===== src/rtl/i2cbm_pkg.sv =====
// Shared types and constants for the I2C byte master.
// Used by every module of the block; depends on nothing.
`default_nettype none

package i2cbm_pkg;

  // Command codes
  localparam logic [3:0] OP_NONE  = 4'd0;
  localparam logic [3:0] OP_START = 4'd1;
  localparam logic [3:0] OP_STOP  = 4'd2;
  localparam logic [3:0] OP_WRITE = 4'd3;
  localparam logic [3:0] OP_CHECK = 4'd4;
  localparam logic [3:0] OP_READ  = 4'd5;
  localparam logic [3:0] OP_ACK   = 4'd6;
  localparam logic [3:0] OP_NACK  = 4'd7;
  localparam logic [3:0] OP_PROBE = 4'd8;

  // Probe segment boundaries (phase index)
  localparam logic [5:0] PRB_WR_BASE  = 6'd3;
  localparam logic [5:0] PRB_CHK_BASE = 6'd27;
  localparam logic [5:0] PRB_STP_BASE = 6'd30;

  localparam logic [15:0] PHASE_TICKS_RST = 16'd200;

  // Decoupling queue between front and back
  localparam int Q_DEPTH = 2;
  localparam int Q_AW    = 1;
  localparam int Q_CW    = 2;

  // Configuration register index
  localparam logic REG_PHASE_TICKS = 1'b0;

  // One classified input beat
  typedef struct packed {
    logic       cmd_valid;  // op is a known command
    logic       is_probe;
    logic       bus_idle;   // both lines sampled high
    logic [3:0] op;
    logic [7:0] wdata;
    logic       sda;
  } item_t;

  // Number of bus phases per command
  function automatic logic [5:0] op_phases(input logic [3:0] op);
    logic [5:0] n;
    case (op)
      OP_START: n = 6'd3;
      OP_STOP:  n = 6'd2;
      OP_WRITE: n = 6'd24;
      OP_CHECK: n = 6'd3;
      OP_READ:  n = 6'd16;
      OP_ACK:   n = 6'd3;
      OP_NACK:  n = 6'd3;
      OP_PROBE: n = 6'd32;
      default:  n = 6'd0;
    endcase
    return n;
  endfunction

endpackage

`default_nettype wire


===== src/rtl/i2cbm_front.sv =====
// Front end: takes input beats and classifies the command.
// Depends on i2cbm_pkg.
`default_nettype none

module i2cbm_front
  import i2cbm_pkg::*;
(
  input  wire logic       in_valid_i,
  output logic            in_stall_o,
  input  wire logic [3:0] op_i,
  input  wire logic [7:0] wdata_i,
  input  wire logic       sda_in_i,
  input  wire logic       scl_in_i,
  input  wire logic       q_full_i,
  output logic            q_push_o,
  output item_t           q_item_o
);

  // Stall only when the queue has no room
  assign in_stall_o = q_full_i;
  assign q_push_o   = in_valid_i && !q_full_i;

  // Classify the beat
  always_comb begin
    q_item_o.cmd_valid = (op_i >= OP_START) && (op_i <= OP_PROBE);
    q_item_o.is_probe  = (op_i == OP_PROBE);
    q_item_o.bus_idle  = sda_in_i && scl_in_i;
    q_item_o.op        = op_i;
    q_item_o.wdata     = wdata_i;
    q_item_o.sda       = sda_in_i;
  end

endmodule

`default_nettype wire


===== src/rtl/i2cbm_queue.sv =====
// Short FIFO of classified beats between front and back.
// Depends on i2cbm_pkg.
`default_nettype none

module i2cbm_queue
  import i2cbm_pkg::*;
(
  input  wire logic  clk_i,
  input  wire logic  rst_ni,
  input  wire logic  push_i,
  input  item_t      item_i,
  output logic       full_o,
  input  wire logic  pop_i,
  output logic       valid_o,
  output item_t      item_o
);

  item_t            mem_q [Q_DEPTH];
  logic [Q_AW-1:0]  wr_ptr_q, wr_ptr_d;
  logic [Q_AW-1:0]  rd_ptr_q, rd_ptr_d;
  logic [Q_CW-1:0]  cnt_q, cnt_d;

  assign full_o  = (cnt_q == Q_CW'(Q_DEPTH));
  assign valid_o = (cnt_q != '0);
  assign item_o  = mem_q[rd_ptr_q];

  // Pointer and count update
  always_comb begin
    wr_ptr_d = wr_ptr_q;
    rd_ptr_d = rd_ptr_q;
    cnt_d    = cnt_q;
    if (push_i) begin
      wr_ptr_d = (wr_ptr_q == Q_AW'(Q_DEPTH - 1)) ? '0 : wr_ptr_q + Q_AW'(1);
    end
    if (pop_i) begin
      rd_ptr_d = (rd_ptr_q == Q_AW'(Q_DEPTH - 1)) ? '0 : rd_ptr_q + Q_AW'(1);
    end
    if (push_i && !pop_i) begin
      cnt_d = cnt_q + Q_CW'(1);
    end else if (!push_i && pop_i) begin
      cnt_d = cnt_q - Q_CW'(1);
    end
  end

  always_ff @(posedge clk_i or negedge rst_ni) begin
    if (!rst_ni) begin
      wr_ptr_q <= '0;
      rd_ptr_q <= '0;
      cnt_q    <= '0;
    end else begin
      wr_ptr_q <= wr_ptr_d;
      rd_ptr_q <= rd_ptr_d;
      cnt_q    <= cnt_d;
    end
  end

  // Storage, no reset needed
  always_ff @(posedge clk_i) begin
    if (push_i) begin
      mem_q[wr_ptr_q] <= item_i;
    end
  end

endmodule

`default_nettype wire


===== src/rtl/i2cbm_back.sv =====
// Back end: bus phase sequencer, one tick per queued beat, with output register.
// Depends on i2cbm_pkg.
`default_nettype none

module i2cbm_back
  import i2cbm_pkg::*;
(
  input  wire logic        clk_i,
  input  wire logic        rst_ni,
  input  wire logic [15:0] phase_ticks_i,
  input  wire logic        q_valid_i,
  input  item_t            q_item_i,
  output logic             q_pop_o,
  output logic             out_valid_o,
  input  wire logic        out_stall_i,
  output logic             scl_out_o,
  output logic             sda_out_o,
  output logic             busy_res_o,
  output logic             done_res_o,
  output logic [7:0]       read_data_o,
  output logic             ack_bit_o,
  output logic             bus_error_o
);

  logic [15:0] timer_q, timer_d;
  logic [5:0]  idx_q, idx_d;
  logic [3:0]  act_q, act_d;
  logic [7:0]  sho_q, sho_d;
  logic [7:0]  shi_q, shi_d;
  logic        ack_q, ack_d;
  logic        err_q, err_d;
  logic        scl_q, scl_d;
  logic        sda_q, sda_d;
  logic        done_q, done_d;
  logic        oval_q, oval_d;

  logic        step;
  logic [15:0] pt;
  logic [16:0] t_next;
  logic [5:0]  nxt;
  logic        run;
  logic [3:0]  sel_op;
  logic [5:0]  sel_idx;
  logic [3:0]  kind;
  logic [4:0]  sub;
  logic [8:0]  wr_prod;
  logic [3:0]  wr_bit;
  logic [4:0]  wr_r;

  // Advance one tick whenever a queued beat is waiting and the output register is free or drains
  assign step    = q_valid_i && (!oval_q || !out_stall_i);
  assign q_pop_o = step;
  assign pt      = (phase_ticks_i == 16'd0) ? 16'd1 : phase_ticks_i;

  // Bit number and position within a bit for the write sequence (sub / 3, sub % 3)
  assign wr_prod = 9'(sub) * 9'd11;
  assign wr_bit  = wr_prod[8:5];
  assign wr_r    = sub - ({1'b0, wr_bit} + {wr_bit, 1'b0});

  // One tick of the timing engine
  always_comb begin
    timer_d = timer_q;
    idx_d   = idx_q;
    act_d   = act_q;
    sho_d   = sho_q;
    shi_d   = shi_q;
    ack_d   = ack_q;
    err_d   = err_q;
    scl_d   = scl_q;
    sda_d   = sda_q;
    done_d  = 1'b0;
    run     = 1'b0;
    sel_op  = act_q;
    sel_idx = idx_q;
    t_next  = {1'b0, timer_q} + 17'd1;
    nxt     = idx_q + 6'd1;
    kind    = OP_NONE;
    sub     = '0;

    if (act_q == OP_NONE) begin
      if (q_item_i.cmd_valid) begin
        if (q_item_i.is_probe && !q_item_i.bus_idle) begin
          // probe on a busy bus: flag and finish at once
          err_d  = 1'b1;
          ack_d  = 1'b1;
          done_d = 1'b1;
        end else begin
          if (q_item_i.is_probe) begin
            err_d = 1'b0;
          end
          act_d   = q_item_i.op;
          idx_d   = '0;
          timer_d = '0;
          sho_d   = q_item_i.wdata;
          if (q_item_i.op == OP_READ) begin
            shi_d = '0;
          end
          run     = 1'b1;
          sel_op  = q_item_i.op;
          sel_idx = '0;
        end
      end
    end else if (t_next >= {1'b0, pt}) begin
      if (nxt >= op_phases(act_q)) begin
        if (act_q == OP_ACK) begin
          sda_d = 1'b1;
        end
        act_d   = OP_NONE;
        idx_d   = '0;
        timer_d = '0;
        done_d  = 1'b1;
      end else begin
        idx_d   = nxt;
        timer_d = '0;
        run     = 1'b1;
        sel_idx = nxt;
      end
    end else begin
      timer_d = t_next[15:0];
    end

    // Map a probe phase onto its sub-command
    if (sel_op == OP_PROBE) begin
      if (sel_idx < PRB_WR_BASE) begin
        kind = OP_START;
        sub  = sel_idx[4:0];
      end else if (sel_idx < PRB_CHK_BASE) begin
        kind = OP_WRITE;
        sub  = 5'(sel_idx - PRB_WR_BASE);
      end else if (sel_idx < PRB_STP_BASE) begin
        kind = OP_CHECK;
        sub  = 5'(sel_idx - PRB_CHK_BASE);
      end else begin
        kind = OP_STOP;
        sub  = 5'(sel_idx - PRB_STP_BASE);
      end
    end else begin
      kind = sel_op;
      sub  = sel_idx[4:0];
    end

    // Line drives at phase start
    if (run) begin
      case (kind)
        OP_START: begin
          if (sub == 5'd0) begin
            sda_d = 1'b1;
            scl_d = 1'b1;
          end else if (sub == 5'd1) begin
            sda_d = 1'b0;
          end else begin
            scl_d = 1'b0;
          end
        end
        OP_STOP: begin
          if (sub == 5'd0) begin
            sda_d = 1'b0;
            scl_d = 1'b1;
          end else begin
            sda_d = 1'b1;
          end
        end
        OP_WRITE: begin
          if (wr_r == 5'd0) begin
            sda_d = sho_d[7];
          end else if (wr_r == 5'd1) begin
            scl_d = 1'b1;
          end else begin
            scl_d = 1'b0;
            if (wr_bit == 4'd7) begin
              sda_d = 1'b1;  // release SDA for the ack slot
            end
            sho_d = {sho_d[6:0], 1'b0};
          end
        end
        OP_CHECK: begin
          if (sub == 5'd0) begin
            sda_d = 1'b1;
          end else if (sub == 5'd1) begin
            scl_d = 1'b1;
          end else begin
            ack_d = q_item_i.sda;
            scl_d = 1'b0;
          end
        end
        OP_READ: begin
          if (!sub[0]) begin
            scl_d = 1'b1;
          end else begin
            shi_d = {shi_d[6:0], q_item_i.sda};
            scl_d = 1'b0;
          end
        end
        OP_ACK: begin
          if (sub == 5'd0) begin
            sda_d = 1'b0;
          end else if (sub == 5'd1) begin
            scl_d = 1'b1;
          end else begin
            scl_d = 1'b0;
          end
        end
        OP_NACK: begin
          if (sub == 5'd0) begin
            sda_d = 1'b1;
          end else if (sub == 5'd1) begin
            scl_d = 1'b1;
          end else begin
            scl_d = 1'b0;
          end
        end
        default: begin
        end
      endcase
    end
  end

  assign oval_d = step || (oval_q && out_stall_i);

  // State doubles as the output register: it only moves on a step
  always_ff @(posedge clk_i or negedge rst_ni) begin
    if (!rst_ni) begin
      timer_q <= '0;
      idx_q   <= '0;
      act_q   <= OP_NONE;
      sho_q   <= '0;
      shi_q   <= '0;
      ack_q   <= 1'b1;
      err_q   <= 1'b0;
      scl_q   <= 1'b1;
      sda_q   <= 1'b1;
      done_q  <= 1'b0;
      oval_q  <= 1'b0;
    end else begin
      oval_q <= oval_d;
      if (step) begin
        timer_q <= timer_d;
        idx_q   <= idx_d;
        act_q   <= act_d;
        sho_q   <= sho_d;
        shi_q   <= shi_d;
        ack_q   <= ack_d;
        err_q   <= err_d;
        scl_q   <= scl_d;
        sda_q   <= sda_d;
        done_q  <= done_d;
      end
    end
  end

  assign out_valid_o = oval_q;
  assign scl_out_o   = scl_q;
  assign sda_out_o   = sda_q;
  assign busy_res_o  = (act_q != OP_NONE);
  assign done_res_o  = done_q;
  assign read_data_o = shi_q;
  assign ack_bit_o   = ack_q;
  assign bus_error_o = err_q;

endmodule

`default_nettype wire


===== src/rtl/i2c_byte_master_top.sv =====
// I2C byte master. An accepted beat passes the queue and the back-end state register.
// Throughput: one beat per cycle unless the output stalls; each beat is one bus tick,
// the back-end phase sequencer retires one queued beat per cycle via a 2-entry queue.
// Reset: asynchronous active low; lines released, idle, ack 1, phase_ticks 200.
// Depends on i2cbm_pkg, i2cbm_front, i2cbm_queue, i2cbm_back.
`default_nettype none

module i2c_byte_master_top
  import i2cbm_pkg::*;
(
  input  wire logic        clk_i,
  input  wire logic        rst_ni,
  // configuration port
  input  wire logic        psel,
  input  wire logic        penable,
  input  wire logic        pwrite,
  input  wire logic [2:0]  paddr,
  input  wire logic [31:0] pwdata,
  output logic [31:0]      prdata,
  output logic             pready,
  // input channel
  input  wire logic        in_valid_i,
  output logic             in_stall_o,
  input  wire logic [3:0]  op_i,
  input  wire logic [7:0]  wdata_i,
  input  wire logic        sda_in_i,
  input  wire logic        scl_in_i,
  // output channel
  output logic             out_valid_o,
  input  wire logic        out_stall_i,
  output logic             scl_out_o,
  output logic             sda_out_o,
  output logic             busy_res_o,
  output logic             done_res_o,
  output logic [7:0]       read_data_o,
  output logic             ack_bit_o,
  output logic             bus_error_o
);

  logic [15:0] ticks_q;
  logic        q_full, q_push, q_pop, q_valid;
  item_t       f_item, b_item;

  // Register file
  assign pready = 1'b1;
  assign prdata = (paddr[2] == REG_PHASE_TICKS) ? {16'd0, ticks_q} : 32'd0;

  always_ff @(posedge clk_i or negedge rst_ni) begin
    if (!rst_ni) begin
      ticks_q <= PHASE_TICKS_RST;
    end else if (psel && penable && pwrite && pready && (paddr[2] == REG_PHASE_TICKS)) begin
      ticks_q <= pwdata[15:0];
    end
  end

  i2cbm_front u_front (
    .in_valid_i (in_valid_i),
    .in_stall_o (in_stall_o),
    .op_i       (op_i),
    .wdata_i    (wdata_i),
    .sda_in_i   (sda_in_i),
    .scl_in_i   (scl_in_i),
    .q_full_i   (q_full),
    .q_push_o   (q_push),
    .q_item_o   (f_item)
  );

  i2cbm_queue u_queue (
    .clk_i   (clk_i),
    .rst_ni  (rst_ni),
    .push_i  (q_push),
    .item_i  (f_item),
    .full_o  (q_full),
    .pop_i   (q_pop),
    .valid_o (q_valid),
    .item_o  (b_item)
  );

  i2cbm_back u_back (
    .clk_i         (clk_i),
    .rst_ni        (rst_ni),
    .phase_ticks_i (ticks_q),
    .q_valid_i     (q_valid),
    .q_item_i      (b_item),
    .q_pop_o       (q_pop),
    .out_valid_o   (out_valid_o),
    .out_stall_i   (out_stall_i),
    .scl_out_o     (scl_out_o),
    .sda_out_o     (sda_out_o),
    .busy_res_o    (busy_res_o),
    .done_res_o    (done_res_o),
    .read_data_o   (read_data_o),
    .ack_bit_o     (ack_bit_o),
    .bus_error_o   (bus_error_o)
  );

  // A finished command leaves the sequencer idle
  a_done_idle: assert property (@(posedge clk_i) disable iff (!rst_ni)
    (out_valid_o && done_res_o) |-> !busy_res_o)
    else $error("done beat while still busy");

  // Busy only drops on the tick that reports completion
  a_busy_fall: assert property (@(posedge clk_i) disable iff (!rst_ni)
    $fell(busy_res_o) |-> (done_res_o && out_valid_o))
    else $error("busy dropped without done");

  // A bus error is only raised by a probe that finishes at once
  a_err_rise: assert property (@(posedge clk_i) disable iff (!rst_ni)
    $rose(bus_error_o) |-> (done_res_o && out_valid_o && !busy_res_o))
    else $error("bus error raised outside a rejected probe");

endmodule

`default_nettype wire

===== config.mk =====
export PLATFORM = sky130hd
export DESIGN_NAME = i2c_byte_master_top
export DESIGN_NICKNAME = d
export VERILOG_FILES = /design/src/rtl/i2cbm_pkg.sv /design/src/rtl/i2cbm_front.sv /design/src/rtl/i2cbm_queue.sv /design/src/rtl/i2cbm_back.sv /design/src/rtl/i2c_byte_master_top.sv
export SDC_FILE = /design/constraint.sdc
export NUM_CORES = 1
export LEC_CHECK = 0
export ABC_AREA = 1
export BUFFER_PORTS_ARGS = -buffer_cell sky130_fd_sc_hd__buf_2
export CELL_PAD_IN_SITES_DETAIL_PLACEMENT = 0
export CELL_PAD_IN_SITES_GLOBAL_PLACEMENT = 1
export CORE_ASPECT_RATIO = 0.5
export CORE_MARGIN = 2
export CORE_UTILIZATION = 39
export CTS_CLUSTER_DIAMETER = 30
export DETAILED_ROUTE_END_ITERATION = 8
export PLACE_DENSITY_LB_ADDON = 0.25
export REMOVE_ABC_BUFFERS = 1
export SLEW_MARGIN = 5
export SYNTH_ARGS = -nofsm -noshare
export SYNTH_HDL_FRONTEND = slang
export SYNTH_SLANG_ARGS = --single-unit

===== constraint.sdc =====
create_clock -name clk_i -period 7.5 [get_ports clk_i]
set_clock_uncertainty 0.05 [all_clocks]
set_input_delay 1.5 -clock clk_i [delete_from_list [all_inputs] [get_ports clk_i]]
set_output_delay 1.5 -clock clk_i [all_outputs]
set_load 0.1 [all_outputs]

==> flow_summary.toml, run 1 <==
[outcome]
outcome = "finished, violations left"
violations = "negative setup slack"

[critical_path]
worstSetupEndpointType = "flop"
worst_ep_arrival_time_ps = 7760
startpoint_type = "flop"
critPathSlowestCell = "fa_1"
cpPeakStageDelay_ps = 500
crit_required_ps = 7680
rr_worst_depth = 57
reg2reg_from = "u_back.timer_q[1]"
r2r_end = "u_back.sho_q[1]"
crit_type = "reg -> reg"
critPathMaxFanout = 5
path_common_cell = "nand2_4"
rrSetupSlack_ps = -80

[floorplanning]
die_area_sq_mm = 0.0199
die_y_um = 101
initial_core_util_pct = 39.8
fp.dieW_um = 198
rows = 35
core_area_sq_mm = 0.0184
io_pins = 105

[detailed_routing]
drt-total-wl_mm = 18.2
drtIter0Drc = 326
drc = 0
firstDrtPassIters = 5
dr_total_vias = 6562
post_drt_wl_per_cell_um = 13.1
via_per_inst = 4.74
postRouteAntennaNets = 0

[timing]
period_minus_slack_ps = 7580
finalMaxSlewViolations = 0
period_share_pct = 101
fmax_mhz = 132
fin_ws_ps = -75.8
hold_slack_ps = 412
setup_tns_ps = -412
hold_viol_final = 0
tightest_slew_ps = 1030
relSlewSlack_pct = 30.9
setup_viol = 9
rsz0062_at_grt = "yes"

[synth]
netlist_area_sq_mm = 0.00732
synth_edf_count = 32
syn-mean-instance-area_sq_um = 7.83
synth.distinct_cells = 57
synth_mux_area_share_pct = 0.547
synth-seq-cells = 100
yosysTopAreaCell = "dfrtp_1"
synth_common_cells = "208 x nand2_1, 125 x inv_1, 94 x nor2_1"
synthTopCellsByArea = "dfrtp_1 21%, edfxtp_1 13%, nand2_1 11%"
synth_most_common_cell = "nand2_1"
synthArstFlopShare_pct = 68.0
synth-adder-area-share_pct = 9.82
synthCells = 935
synth_xor_xnor_area_share_pct = 3.13
synth_compound_area_share_pct = 9.87
synth-simple-area-share_pct = 29.7
seq_area_frac_synth_pct = 36.5
synthFlopType = "dfrtp_1"
synth_top_family_by_area = "simple AND/OR/NAND/NOR gates"
synth_top_cell_area_share_pct = 21.2
yosysWarnings = 0

[clocking]
cts-buffers-inserted = 9
clk_latency_ps = 340
holdBufCountCts = 0
htree_levels = 3
cts_num_sinks = 100
path_clk_slew_ps = 70
clockBufferDepth = 2
tritoncts = "yes"
clockRootBuffer = "clkbuf_16"

[place]
post-place-ws_ps = -796
dpl.hpwl_mm = 13.3
gp_congestion = 0.840
io_buffers = 69
placed_cell_area_sq_mm = 0.00863

[run]
cap_violations = 0

[finish]
area_growth_pct = 33.0
stdcell_area_sq_mm = 0.00973
drive_gt1_share_pct = 34.8
n_fill_cell = 1733
regArea_sq_mm = 0.00267
diodes = 0
fin_nets = 1251
multi_input_area_sq_mm = 0.00447

[grt]
grt_overflow = 0
grt_pass1_vias = 6501
grt_usage_pct = 18.8
antenna_found_initial = 0
grt_pass1_wl_mm = 30.2
grt_max_degree = 69

[min_path]
min_path_type = "reg -> reg"
hold_end = "u_back.scl_out_o"
whs_path_depth = 2
hp-start = "u_back.scl_out_o"
==> state kept, by name, indices dropped and copies added (netlist names) <==
register	flops
ticks_q	16
u_back.ack_bit_o	1
u_back.act_q	4
u_back.bus_error_o	1
u_back.done_res_o	1
u_back.idx_q	6
u_back.out_valid_o	1
u_back.read_data_o	8
u_back.scl_out_o	1
u_back.sda_out_o	1
u_back.sho_q	8
u_back.timer_q	16
u_queue.cnt_q	2
u_queue.mem_q	32
u_queue.rd_ptr_q	1
u_queue.wr_ptr_q	1
==> routing by layer <==
layer / share of wire (%) / track usage, % / vias to the layer above
li1: - / - / 3400
met1: 47 / 23.8 / 3061
met2: 49 / 34.7 / 94
met3: 3.0 / 2.94 / 7
met4: 0.49 / 3.18 / 0
met5: 0 / 0 / -
==> critical path: cells and delay by family, from the launching register on <==
kind / cells / cell delay (ps)
AND/OR/NAND/NOR: 30 / 2750
adder cells (fa/ha/maj): 8 / 2350
XOR/XNOR: 2 / 360
flip-flops: 1 / 390
buffers and inverters: 12 / 870
AO/OA/AOI/OAI: 5 / 680
==> metrics by stage <==
step           std cells  utilization (%)
6_report            1385             52.9
3_3_place_gp        1333             46.9
5_1_grt             1385             52.9
2_1_floorplan        913                -
3_5_place_dp        1333             46.9
4_1_cts             1376             51.5
==> cell usage in the layout (no fill, tap or decap), types with 5 or more instances in the layout <==
cell       synthesis  routed
edfxtp_1          32      32
inv_2             15      26
buf_4             20     133
nand2_4           11      20
nand3_4            3       6
o22ai_1           14      14
conb_1             2      17
nand2_1          208     194
inv_1            125     112
nor2_4             4       7
nor3_2             2       5
o21ai_0           33      28
buf_2              3      69
a21oi_1           39      33
xor2_1            21      17
nand2_2           24      29
ha_1              51      37
dfrtp_1           62      62
nor2_1            94      85
buf_6              1      12
nand3_1           50      43
o21ai_1           13      13
nand3_2            7      12
ha_4               0      14
nand4_1           17      17
clkbuf_16          0       9
a21oi_2            1       5
nor2_2             8      14
a31oi_1            5       5
dfstp_2            6       6
==> kinds of logic (layout without fill, tap and decap cells) <==
logic type / count (synthesis) / in the layout
buffers and inverters: 178 / 372
AOI/OAI and AO/OA: 122 / 122
and+or+nand+nor: 450 / 451
adders and majority gates: 55 / 55
muxes: 4 / 4
DFF: 100 / 100
xor gates and xnor gates: 24 / 24
other: 2 / 17
==> worst max-delay path by stage <==
stage	from	end	slack, ps	cells past startpoint
finish	u_back.timer_q[1]	u_back.sho_q[1]	-80	57
global placement	u_back.timer_q[0]	u_back.sho_q[3]	-740	52
detailed placement	u_back.timer_q[0]	u_back.sho_q[1]	-800	54
global route	u_back.timer_q[1]	u_back.sho_q[1]	-540	55
floorplan	u_back.timer_q[0]	u_back.sho_q[1]	-350	53
CTS	u_back.timer_q[0]	u_back.sho_q[1]	-100	56
==> final cells by class <==
cell class	instances	area share, %
clock buffers	12	2.43
clock inverters	4	0.283
repair buffers	215	15.4
multi-input cells	673	45.9
flip-flops and latches	100	27.4
well taps	240	3.09
inverters	141	5.52
==> timing repair <==
| item | in CTS | in global routing |
|---|---|---|
| cloned | 1 | 0 |
| gates resized for setup | 84 | 40 |
| pin swaps | 84 | 57 |
| endpoints found under the setup margin | 10 | 10 |
| buffers inserted | 26 | 9 |
Power of run 1 is not shown: default switching activity piles up to over one toggle a cycle in this logic, so the estimate is an artifact.
==> inputs of run 2 (changes only) <==
--- a/config.mk
+++ b/config.mk
@@ -10,7 +10,6 @@
 export CELL_PAD_IN_SITES_DETAIL_PLACEMENT = 0
 export CELL_PAD_IN_SITES_GLOBAL_PLACEMENT = 1
 export CORE_ASPECT_RATIO = 0.5
-export CORE_MARGIN = 2
 export CORE_UTILIZATION = 39
 export CTS_CLUSTER_DIAMETER = 30
 export DETAILED_ROUTE_END_ITERATION = 8
@@ -19,4 +18,5 @@
 export SLEW_MARGIN = 5
 export SYNTH_ARGS = -nofsm -noshare
 export SYNTH_HDL_FRONTEND = slang
+export SYNTH_HIERARCHICAL = 1
 export SYNTH_SLANG_ARGS = --single-unit
==> run 2 against run 1 <==
  * The flow still finishes with violations (negative setup slack)
  * Design area decreased by 0.14%
  * Die area increased by 0.42%
  * Via count down 0.55%
  * Flip-flop and latch count unchanged
  * Highest routed layer unchanged
==> flow_summary.toml, run 2 <==
[min_path]
hp-start = "u_queue/cnt_q[1]"
whs_path_depth = 2
min_path_type = "reg -> reg"
hold_end = "u_queue/cnt_q[1]"

[timing]
relSlewSlack_pct = 20.2
setup_tns_ps = -767
tightest_slew_ps = 1190
rsz0062_at_grt = "yes"
fin_ws_ps = -236
period_minus_slack_ps = 7740
finalMaxSlewViolations = 0
fmax_mhz = 129
hold_viol_final = 0
period_share_pct = 103
setup_viol = 9

[synth]
synth_most_common_cell = "nand2_1"
synth.distinct_cells = 54
syn-mean-instance-area_sq_um = 8.01
synth-seq-cells = 100
seq_area_frac_synth_pct = 35.2
netlist_area_sq_mm = 0.00758
synthFlopType = "dfrtp_1"
synthCells = 946
synth_top_cell_area_share_pct = 20.5
synth_edf_count = 32
yosysWarnings = 6
synthTopCellsByArea = "dfrtp_1 20%, edfxtp_1 13%, nand2_1 9.2%"
synth_common_cells = "186 x nand2_1, 147 x inv_1, 79 x nand3_1"
synthArstFlopShare_pct = 68.0
yosysTopAreaCell = "dfrtp_1"

[detailed_routing]
drtIter0Drc = 338
via_per_inst = 4.67
postRouteAntennaNets = 0
drt-total-wl_mm = 17.8
firstDrtPassIters = 5
dr_total_vias = 6526
post_drt_wl_per_cell_um = 12.8
drc = 0

[finish]
area_growth_pct = 28.3
final_common_cell = "nand2_1"
fin_nets = 1242
top_regs = "u_queue/mem_q (32), ticks_q (16), u_back/timer_q (16)"
regMostFlops = "u_queue/mem_q"
drive_gt1_share_pct = 34.5
final_cell_mix = "178 x nand2_1, 136 x inv_1, 130 x buf_4"
n_fill_cell = 1750
diodes = 0
largest_register_ffs = 32

[place]
dpl.hpwl_mm = 12.7
io_buffers = 69
gp_congestion = 0.823

[floorplanning]
initial_core_util_pct = 40.5
die_y_um = 101
core_area_sq_mm = 0.0187
die_area_sq_mm = 0.0200
io_pins = 105
rows = 35
fp.dieW_um = 199

[grt]
grt_pass1_vias = 6288
antenna_found_initial = 0
grt_max_degree = 69
grt_overflow = 0
grt_pass1_wl_mm = 29.7
grt_usage_pct = 18.5

[critical_path]
rr_worst_depth = 63
r2r_end = "u_back/sda_out_o"
reg2reg_from = "u_back/timer_q[2]"
worst_ep_arrival_time_ps = 7970
path_common_cell = "buf_4"
critPathMaxFanout = 3
cpPeakStageDelay_ps = 360
critPathSlowestCell = "dfrtp_1"
rrSetupSlack_ps = -240
worstSetupEndpointType = "flop"
crit_required_ps = 7740
startpoint_type = "flop"
crit_type = "reg -> reg"

[clocking]
path_clk_slew_ps = 70
holdBufCountCts = 0
clockBufferDepth = 2
clk_latency_ps = 350
cts-buffers-inserted = 9
htree_levels = 3
cts_num_sinks = 100
clockRootBuffer = "clkbuf_16"
tritoncts = "yes"

[outcome]
outcome = "finished, violations left"
violations = "negative setup slack"

[run]
cap_violations = 0
==> run 2: changes by cell type in the layout (fill, tap and decap cells not counted), sizes merged, moves of 11 or more <==
cell   previous run  this run
nor2            108        87
inv             141       166
a21oi            42        28
nand3            61        90
nand2           243       213
o21ai            47        58
mux2              0        16
==> run 2: area by class of cell <==
| class | count | area (sq um) | area share (%) |
|---|---|---|---|
| clock buffers | 9 | 225 | 2.32 |
| clock inverters | 7 | 108 | 1.11 |
| inverters | 164 | 628 | 6.46 |
| multi-input cells | 651 | 4360 | 44.9 |
| flip-flops and latches | 100 | 2670 | 27.5 |
| well taps | 259 | 324 | 3.33 |
| repair buffers | 206 | 1400 | 14.4 |
==> run 2: worst max-delay path: cells and delay by family (launching register included) <==
kind,cells,cell delay [ps]
xor+xnor,1,220
simple gates,23,2280
compound gates,2,290
flops,1,360
buf+inv,35,4020
fa+ha+maj,2,430
==> run 2: worst max path at each step <==
| stage | start | endpoint | cells past startpoint |
|---|---|---|---|
| final | u_back/timer_q[2] | u_back/sda_out_o | 63 |
| after global routing | u_back/timer_q[2] | u_back/sda_out_o | 53 |
| after CTS | u_back/timer_q[0] | u_back/sda_out_o | 62 |
| after detailed placement | u_back/timer_q[2] | u_back/sho_q[2] | 49 |
| after global placement | u_back/timer_q[2] | u_back/sho_q[2] | 49 |
| after floorplan | u_back/timer_q[2] | u_back/sho_q[2] | 47 |
==> run 2: cell families after synthesis <==
family / after synthesis / synth area share, %
simple gates: 422 / 27.7
buf+inv: 211 / 12.9
compound gates: 115 / 8.93
flops: 100 / 35.2
fa+ha+maj: 54 / 9.21
xor+xnor: 26 / 3.10
mux: 16 / 2.82
other cells: 2 / 0.0991
==> run 2: metrics by stage <==
step                      util, %  hold slack, ps  area, sq um  setup WS, ps  cells
after floorplan                 -             392         7280          1.04    914
after global placement       45.6             403         8520          -315   1318
after detailed placement     45.6             411         8520          -411   1318
after CTS                    50.5             427         9440         -97.2   1387
after global routing         52.0             453         9720          -531   1396
final                        52.0             425         9720          -236   1396
==> run 2: what timing repair did <==
action	CTS	global route
buffers inserted	52	9
cloned	1	0
pin swaps	45	47
setup endpoints to repair	10	10
gates resized for setup	45	44
==> run 2: layer usage <==
metal  up-vias  global-route usage [%]  wire length (um)
met5         -                       0                 0
met4         0                    3.49               180
met3        18                    3.11               541
met2       114                    33.2              8760
met1      3002                    23.5              8340
li1       3392                       -                 -
Power of run 2 is left out for the same reason.
